File: src/sv/priority_voice_allocator_unit_macros.svh
// assertion macros for the priority voice allocator
// used by priority_voice_allocator_unit, needs clk_i and rst_ni in scope
`ifndef PRIORITY_VOICE_ALLOCATOR_UNIT_MACROS_SVH
`define PRIORITY_VOICE_ALLOCATOR_UNIT_MACROS_SVH

// property that holds in every cycle out of reset
`define PVA_ASSERT(lbl, prop, msg) \
  lbl: assert property (@(posedge clk_i) disable iff (!rst_ni) (prop)) else $error(msg);

// consequent checked in the cycle after the antecedent
`define PVA_ASSERT_NEXT(lbl, ante, cons, msg) \
  lbl: assert property (@(posedge clk_i) disable iff (!rst_ni) (ante) |=> (cons)) \
    else $error(msg);

`endif

File: src/sv/pva_pkg.sv
// shared types and constants of the priority voice allocator
// used by pva_cell and priority_voice_allocator_unit
package pva_pkg;

  localparam int MaxVoices = 16;
  localparam int IdxW      = (MaxVoices > 1) ? $clog2(MaxVoices) : 1;
  localparam int CntW      = $clog2(MaxVoices + 1);
  localparam int CfgW      = 5;
  localparam int IdW       = 16;
  localparam int PriW      = 16;
  localparam int PayW      = 32;
  localparam logic [CfgW-1:0] ChanReset = CfgW'(16);

  typedef enum logic [2:0] {
    ActBegin  = 3'd0,
    ActStart  = 3'd1,
    ActUpdate = 3'd2,
    ActStop   = 3'd3,
    ActEnd    = 3'd4
  } action_e;

  typedef enum logic [1:0] {
    StsOk           = 2'd0,
    StsOutsideFrame = 2'd1,
    StsBeginInFrame = 2'd2,
    StsZeroId       = 2'd3
  } status_e;

  // slot write broadcast to all cells
  typedef struct packed {
    logic            we;
    logic [IdxW-1:0] slot;
    logic [IdW-1:0]  id;
    logic [PriW-1:0] pri;
    logic [PayW-1:0] payload;
    logic            mark;
  } wr_t;

  // running min and max carried down the chain
  typedef struct packed {
    logic            vld;
    logic [IdxW-1:0] min_idx;
    logic [PriW-1:0] min_pri;
    logic [IdxW-1:0] max_idx;
    logic [IdW-1:0]  max_id;
    logic [PriW-1:0] max_pri;
  } scan_t;

endpackage

File: src/sv/priority_voice_allocator_unit.sv
// Priority voice allocator: a row of MAX_VOICES slot cells with a min/max scan that
// ripples one cell per cycle. For each item the slot is decided and written when the
// item is taken, then the scan runs down the chain of cells to its end, then the result
// is registered in the output register once that register is free to take it.
// A new item is taken once the previous one has reached the output register.
// Top level; depends on pva_pkg, pva_cell and priority_voice_allocator_unit_macros.svh.
`include "priority_voice_allocator_unit_macros.svh"

module priority_voice_allocator_unit (
  input  logic        clk_i,
  input  logic        rst_ni,
  input  logic        cfg_we_i,
  input  logic [4:0]  cfg_wdata_i,
  input  logic        in_valid_i,
  output logic        in_ready_o,
  input  logic [2:0]  action_i,
  input  logic [15:0] sound_id_i,
  input  logic [15:0] priority_req_i,
  input  logic [31:0] payload_i,
  output logic        out_valid_o,
  input  logic        out_ready_i,
  output logic [1:0]  status_o,
  output logic        accepted_o,
  output logic [3:0]  slot_index_o,
  output logic        evicted_o,
  output logic [4:0]  voice_count_o,
  output logic        top_valid_o,
  output logic [3:0]  top_slot_o,
  output logic [15:0] top_id_o,
  output logic [15:0] top_priority_o
);

  localparam int N    = pva_pkg::MaxVoices;
  localparam int IdxW = pva_pkg::IdxW;
  localparam int CntW = pva_pkg::CntW;
  localparam int CmpW = (pva_pkg::CntW > pva_pkg::CfgW) ? pva_pkg::CntW : pva_pkg::CfgW;

  typedef enum logic {StIdle, StScan} state_e;

  typedef struct packed {
    logic [1:0]  status;
    logic        accepted;
    logic [3:0]  slot_index;
    logic        evicted;
    logic [4:0]  voice_count;
    logic        top_valid;
    logic [3:0]  top_slot;
    logic [15:0] top_id;
    logic [15:0] top_priority;
  } result_t;

  state_e                   state_q;
  logic [CntW-1:0]          cnt_q;
  logic [pva_pkg::CfgW-1:0] chan_q;
  logic [CntW-1:0]          fill_q, fill_d;
  logic                     frame_q, frame_d;
  logic [IdxW-1:0]          low_idx_q;
  logic [pva_pkg::PriW-1:0] low_pri_q;
  pva_pkg::status_e         st_q, st_d;
  logic                     acc_q, acc_d;
  logic [IdxW-1:0]          slot_q, slot_d;
  logic                     ev_q, ev_d;
  result_t                  res_q;
  logic                     out_valid_q;

  pva_pkg::action_e         act;
  logic [CmpW-1:0]          cap;
  logic                     fill_lt_cap;
  logic                     in_xfer;
  logic                     finish;
  pva_pkg::wr_t             wr;
  pva_pkg::scan_t           chain [N+1];

  assign in_ready_o = (state_q == StIdle);
  assign in_xfer    = in_valid_i && in_ready_o;
  assign finish     = (state_q == StScan) && (cnt_q == CntW'(N)) &&
                      (!out_valid_q || out_ready_i);

  assign act         = pva_pkg::action_e'(action_i);
  assign cap         = (CmpW'(chan_q) > CmpW'(N)) ? CmpW'(N) : CmpW'(chan_q);
  assign fill_lt_cap = CmpW'(fill_q) < cap;

  always_comb begin
    st_d    = pva_pkg::StsOk;
    acc_d   = 1'b0;
    slot_d  = '0;
    ev_d    = 1'b0;
    fill_d  = fill_q;
    frame_d = frame_q;
    unique case (act)
      pva_pkg::ActBegin: begin
        if (frame_q) begin
          st_d = pva_pkg::StsBeginInFrame;
        end else begin
          frame_d = 1'b1;
          fill_d  = '0;
        end
      end
      pva_pkg::ActStart, pva_pkg::ActUpdate, pva_pkg::ActStop, pva_pkg::ActEnd: begin
        priority if (!frame_q) begin
          st_d = pva_pkg::StsOutsideFrame;
        end else if (act == pva_pkg::ActEnd) begin
          frame_d = 1'b0;
        end else if (sound_id_i == '0) begin
          st_d = pva_pkg::StsZeroId;
        end else if (act != pva_pkg::ActStop) begin
          if (fill_lt_cap) begin
            slot_d = IdxW'(fill_q);
            fill_d = fill_q + 1'b1;
            acc_d  = 1'b1;
          end else if ((fill_q != '0) && (low_pri_q < priority_req_i)) begin
            slot_d = low_idx_q;
            acc_d  = 1'b1;
            ev_d   = 1'b1;
          end
        end else begin
          // stop leaves the table as it is
        end
      end
      default: begin
      end
    endcase
  end

  always_comb begin
    wr.we      = in_xfer && acc_d;
    wr.slot    = slot_d;
    wr.id      = sound_id_i;
    wr.pri     = priority_req_i;
    wr.payload = payload_i;
    wr.mark    = (act == pva_pkg::ActUpdate);
  end

  assign chain[0] = '0;

  for (genvar i = 0; i < N; i++) begin : g_cell
    pva_cell u_cell (
      .clk_i  (clk_i),
      .rst_ni (rst_ni),
      .idx_i  (IdxW'(i)),
      .fill_i (fill_q),
      .wr_i   (wr),
      .scan_i (chain[i]),
      .scan_o (chain[i+1])
    );
  end

  always_ff @(posedge clk_i or negedge rst_ni) begin
    if (!rst_ni) begin
      state_q     <= StIdle;
      cnt_q       <= '0;
      chan_q      <= pva_pkg::ChanReset;
      fill_q      <= '0;
      frame_q     <= 1'b0;
      low_idx_q   <= '0;
      low_pri_q   <= '0;
      st_q        <= pva_pkg::StsOk;
      acc_q       <= 1'b0;
      slot_q      <= '0;
      ev_q        <= 1'b0;
      res_q       <= '0;
      out_valid_q <= 1'b0;
    end else begin
      if (cfg_we_i) begin
        chan_q <= cfg_wdata_i;
      end
      if (out_valid_q && out_ready_i && !finish) begin
        out_valid_q <= 1'b0;
      end
      unique case (state_q)
        StIdle: begin
          if (in_xfer) begin
            fill_q  <= fill_d;
            frame_q <= frame_d;
            st_q    <= st_d;
            acc_q   <= acc_d;
            slot_q  <= slot_d;
            ev_q    <= ev_d;
            cnt_q   <= '0;
            state_q <= StScan;
          end
        end
        StScan: begin
          if (cnt_q != CntW'(N)) begin
            cnt_q <= cnt_q + 1'b1;
          end
          if (finish) begin
            low_idx_q                <= chain[N].vld ? chain[N].min_idx : '0;
            low_pri_q                <= chain[N].min_pri;
            res_q.status             <= st_q;
            res_q.accepted           <= acc_q;
            res_q.slot_index         <= 4'(slot_q);
            res_q.evicted            <= ev_q;
            res_q.voice_count        <= 5'(fill_q);
            res_q.top_valid          <= chain[N].vld;
            res_q.top_slot           <= chain[N].vld ? 4'(chain[N].max_idx) : '0;
            res_q.top_id             <= chain[N].vld ? chain[N].max_id : '0;
            res_q.top_priority       <= chain[N].vld ? chain[N].max_pri : '0;
            out_valid_q              <= 1'b1;
            state_q                  <= StIdle;
          end
        end
        default: begin
          state_q <= StIdle;
        end
      endcase
    end
  end

  assign out_valid_o    = out_valid_q;
  assign status_o       = res_q.status;
  assign accepted_o     = res_q.accepted;
  assign slot_index_o   = res_q.slot_index;
  assign evicted_o      = res_q.evicted;
  assign voice_count_o  = res_q.voice_count;
  assign top_valid_o    = res_q.top_valid;
  assign top_slot_o     = res_q.top_slot;
  assign top_id_o       = res_q.top_id;
  assign top_priority_o = res_q.top_priority;

  `PVA_ASSERT(a_fill_bound, fill_q <= CntW'(N), "fill count above slot count")
  `PVA_ASSERT_NEXT(a_busy_after_xfer, in_xfer, !in_ready_o, "input taken while scan pending")
  `PVA_ASSERT(a_evict_needs_accept, !(out_valid_o && evicted_o) || accepted_o,
              "eviction reported without acceptance")
  `PVA_ASSERT(a_slot_in_table, !(out_valid_o && accepted_o) || (slot_index_o < voice_count_o),
              "accepted slot outside occupied range")
  `PVA_ASSERT(a_top_matches_count, !out_valid_o || (top_valid_o == (voice_count_o != '0)),
              "top valid disagrees with voice count")

endmodule

File: src/sv/pva_cell.sv
// one voice slot: stored voice plus one stage of the min/max scan chain
// depends on pva_pkg
module pva_cell (
  input  logic                     clk_i,
  input  logic                     rst_ni,
  input  logic [pva_pkg::IdxW-1:0] idx_i,
  input  logic [pva_pkg::CntW-1:0] fill_i,
  input  pva_pkg::wr_t             wr_i,
  input  pva_pkg::scan_t           scan_i,
  output pva_pkg::scan_t           scan_o
);

  logic [pva_pkg::IdW-1:0]  id_q;
  logic [pva_pkg::PriW-1:0] pri_q;
  logic [pva_pkg::PayW-1:0] pay_q;
  logic                     mark_q;
  pva_pkg::scan_t           scan_d, scan_q;
  logic                     active;

  always_ff @(posedge clk_i) begin
    if (wr_i.we && (wr_i.slot == idx_i)) begin
      id_q   <= wr_i.id;
      pri_q  <= wr_i.pri;
      pay_q  <= wr_i.payload;
      mark_q <= wr_i.mark;
    end
  end

  assign active = pva_pkg::CntW'(idx_i) < fill_i;

  always_comb begin
    scan_d = scan_i;
    if (active) begin
      scan_d.vld = 1'b1;
      if (!scan_i.vld || (pri_q < scan_i.min_pri)) begin
        scan_d.min_idx = idx_i;
        scan_d.min_pri = pri_q;
      end
      if (!scan_i.vld || (scan_i.max_pri < pri_q)) begin
        scan_d.max_idx = idx_i;
        scan_d.max_id  = id_q;
        scan_d.max_pri = pri_q;
      end
    end
  end

  always_ff @(posedge clk_i or negedge rst_ni) begin
    if (!rst_ni) begin
      scan_q <= '0;
    end else begin
      scan_q <= scan_d;
    end
  end

  assign scan_o = scan_q;

endmodule

File: config.mk
export PLATFORM = sky130hd
export DESIGN_NAME = priority_voice_allocator_unit
export DESIGN_NICKNAME = d
export VERILOG_FILES = /design/src/sv/pva_pkg.sv /design/src/sv/priority_voice_allocator_unit.sv /design/src/sv/pva_cell.sv
export VERILOG_INCLUDE_DIRS = /design/src /design/src/sv
export SDC_FILE = /design/constraint.sdc
export NUM_CORES = 2
export LEC_CHECK = 0
export BUFFER_PORTS_ARGS = -buffer_cell sky130_fd_sc_hd__clkbuf_2
export CAP_MARGIN = 20
export CORE_AREA = 2 2 450 340
export DETAILED_ROUTE_END_ITERATION = 6
export DIE_AREA = 0 0 452 342
export PLACE_DENSITY = 0.57
export SLEW_MARGIN = 30
export SYNTH_ARGS = -nofsm -noshare
export SYNTH_HDL_FRONTEND = slang
export SYNTH_SLANG_ARGS = --single-unit
File: constraint.sdc
create_clock -name clk_i -period 8.1 [get_ports clk_i]
set_input_delay 1.215 -clock clk_i [delete_from_list [all_inputs] [get_ports clk_i]]
set_output_delay 1.215 -clock clk_i [all_outputs]
set_load 0.01 [all_outputs]
==> flow_summary.ini <==
[die]
fp.dieW_um = 452
core-area_mm2 = 0.1510
initial_utilization = 0.4456
io_pins = 129
die-area_mm2 = 0.1546
die_h_um = 342
rows = 124

[clock_network]
cts_resized = 0
ctsLongestPathBuffers = 3
clk-insertion-delay-late_ns = 0.78
cts-htree-levels = 4
cts_setup_buffers = 0
numClockSinks = 1474
cts.clk_slew.worst_paths_ns = 0.06
hold_buffers = 0
numCtsBuffers = 147
cts_tree = built
root_buffer = clkbuf_16

[placed_design]
place_congestion = 0.8564
dpl.cell_count = 7377
io_buffers = 96
place_hpwl_um = 120300

[worst_setup_path]
critPathSlowestCell = or4_4
start_kind = input port
cp_cell_sequence = clkbuf_2, inv_1, ha_1, a211oi_1, nor2_1, nor2_1, a31oi_1, or4_4, a211oi_4, buf_4
r2r-end = g_cell[6].u_cell.scan_o[7]$_DFF_PN0_
max_stage_delay_ns = 0.70
reg2reg_depth = 9
cp_num_buf_inv = 3
r2r_slack_ns = 3.86
worst-setup-path-type = input port to flip-flop
cp.arrival_ns = 4.91
critPathCaptureType = flip-flop
crit_top_cell = nor2_1
cp.required_ns = 8.55
path_delay_family = compound AO/OA/AOI/OAI gates
crit_fanout = 21
r2r-start = fill_q[4]$_DFFE_PN0P_

[drt]
vias = 43130
vias_per_cell = 5.631
wl_per_cell_um = 23.06
drt_first_pass_iters = 7
drt-total-wl_um = 176700
drt_iter0_markers = 3720
ant_nets = 0
drcViolationCount = 2

[timing]
grt_setup_unrepaired = no
hold_viol_final = 0
setup_tns_ns = 0
setup_violations = 0
finalMaxSlewViolations = 0
relSlewSlack = 0.3328
worst_pin_slew_ns = 0.9878
min_period_over_period = 0.5507
skew_ns = 0.02311
period_minus_slack_ns = 4.460
fmax_mhz = 224.2

[yosys]
synth_area_leader_cell = dfrtp_1
synth_top_area_frac = 0.3575
synth_cell_types = 77
async_reset_ff_frac = 0.6526
synth_area_leaders = dfrtp_1, edfxtp_1, ha_1
ys_seq_elements = 1474
synth_area_per_cell_um2 = 12.43
synth_edf_count = 512
ys_seq_area_frac = 0.5865
synth_area_mm2 = 0.06727
yosys_warnings = 0
syn_nets = 5962
syn_inst = 5412
synth_ff_type = dfrtp_1

[final_layout]
multi_input_area_mm2 = 0.02523
area_growth_pct = 11.96
fillers = 13150
final_cells = 7660
seq_area_mm2 = 0.03945
drive_gt1_frac = 0.1567
final_cell_mix = dfrtp_1, edfxtp_1, inv_1
final_net_count = 6064
layout_commonest_cell = dfrtp_1

[power]
p_leak_nw = 33.25
ir_worst_vdd_v = 0.0002775
p_per_area_mw_per_mm2 = 362.8

[worst_hold_path]
hp-start = g_cell[12].u_cell.scan_o[32]$_DFF_PN0_
hold_depth = 1
hp-class = flip-flop to flip-flop
holdPathEnd = g_cell[13].u_cell.scan_o[32]$_DFF_PN0_

[global_route]
grt_max_degree = 172
grt_overflow = 0
grt_usage = 0.2305
grt_pass1_vias = 44130
grt_pass1_wl_um = 272100
grt_antenna_before_repair = 21

[run_status]
status = finished, violations left
violations = design-rule violations

[run]
maxCapViolCount = 0
metal layers:
| metal | vias up | GRT usage | routed length (µm) |
|---|---|---|---|
| met5 | - | 0 | 13 |
| met4 | 2 | 0.06640 | 4293 |
| met3 | 273 | 0.03941 | 10490 |
| met2 | 1299 | 0.3556 | 79720 |
| met1 | 21570 | 0.3348 | 82150 |
| li1 | 19990 | - | - |
power by group:
group | internal, mW | switching, mW
Combinational | 3.95 | 5.48
Clock | 3.75 | 2.94
Sequential | 9.94 | 1.25
through the flow:
| step | utilization | area (µm²) | setup WS, ns | hold WS, ns | total power [mW] |
|---|---|---|---|---|---|
| floorplan | - | 67270 | 2.405 | 0.4084 | 17.40 |
| global placement | 0.4658 | 70320 | 2.431 | 0.4183 | 20.50 |
| detailed placement | 0.4669 | 70480 | 2.634 | 0.4161 | 20.71 |
| CTS | 0.4984 | 75230 | 3.486 | 0.4178 | 27.49 |
| global route | 0.4988 | 75300 | 3.393 | 0.4354 | 29.05 |
| finish | 0.4989 | 75310 | 3.640 | 0.4256 | 27.32 |
flip-flops by register name (all words and copies together), names as in the netlist:
register	count
g_cell.u_cell.pri_q	256
cnt_q	5
fill_q	5
chan_q	5
top_slot_o	4
low_pri_q	16
g_cell.u_cell.scan_o	866
frame_q	1
out_valid_o	1
top_valid_o	1
accepted_o	1
voice_count_o	5
top_id_o	16
status_o	2
ev_q	1
g_cell.u_cell.id_q	256
low_idx_q	4
acc_q	1
slot_q	4
state_q	1
evicted_o	1
slot_index_o	4
top_priority_o	16
st_q	2
how the worst max path moves through the flow:
stage | slack, ns | cells after the start | startpoint | to
6_report | 3.64 | 10 | priority_req_i[5] | g_cell[10].u_cell.pri_q[9]$_DFFE_PP_
5_1_grt | 3.39 | 10 | priority_req_i[5] | g_cell[10].u_cell.pri_q[9]$_DFFE_PP_
4_1_cts | 3.49 | 10 | priority_req_i[5] | g_cell[11].u_cell.pri_q[12]$_DFFE_PP_
3_5_place_dp | 2.63 | 10 | priority_req_i[5] | g_cell[11].u_cell.pri_q[14]$_DFFE_PP_
3_3_place_gp | 2.43 | 10 | priority_req_i[5] | g_cell[14].u_cell.pri_q[8]$_DFFE_PP_
2_1_floorplan | 2.41 | 8 | priority_req_i[1] | g_cell[14].u_cell.id_q[0]$_DFFE_PP_
cell type report:
type	instances	area share
clock inverters	55	0.006978
multi-input cells	3199	0.3351
flip-flops and latches	1474	0.5238
diodes	3	0.00009968
repair buffers	214	0.02052
well taps	2016	0.03349
inverters	478	0.02382
clock buffers	221	0.05619
Yosys cell counts (5+ instances only):
cell type    n
a2111oi_0   16
a211o_1     27
a211oi_1    50
a21o_1     117
a21oi_1    133
a21oi_2      7
a221oi_1    22
a2bb2oi_1   32
a31oi_1    129
a41o_1       7
and2_1      47
and3_1      36
and4_1       9
buf_1       11
buf_2       66
buf_4        8
buf_6        9
clkbuf_1   165
dfrtp_1    961
edfxtp_1   512
ha_1       473
inv_1      478
mux2_2     377
mux2i_1    180
nand2_1    247
nand2b_1    82
nand3_1    225
nand3b_1    26
nand4_1    196
nor2_1     144
nor2b_1     47
nor3_1      55
nor3b_1      5
nor4_1      10
o2111ai_1   34
o211ai_1   134
o21a_1      17
o21ai_0    164
o21ai_1      8
o22ai_1     22
o31ai_1      5
or2_2        9
or3_1       59
kinds of logic after synthesis:
kind of cell | Yosys count | synth area share
adder cells (fa/ha/maj) | 473 | 0.08798
AO/OA/AOI/OAI | 956 | 0.09717
buffers and inverters | 739 | 0.04395
flip-flops | 1474 | 0.5865
AND/OR/NAND/NOR | 1207 | 0.09369
XOR/XNOR | 4 | 0.0005209
multiplexers | 559 | 0.09023
worst reg2reg max path, delay by kind of cell, from the launching register on:
kind	cells	cell delay (ns)
flops	1	0.38
simple gates	5	1.94
compound gates	1	0.19
buf+inv	3	1.56
No activity file was read; power rests on OpenSTA's default activity.
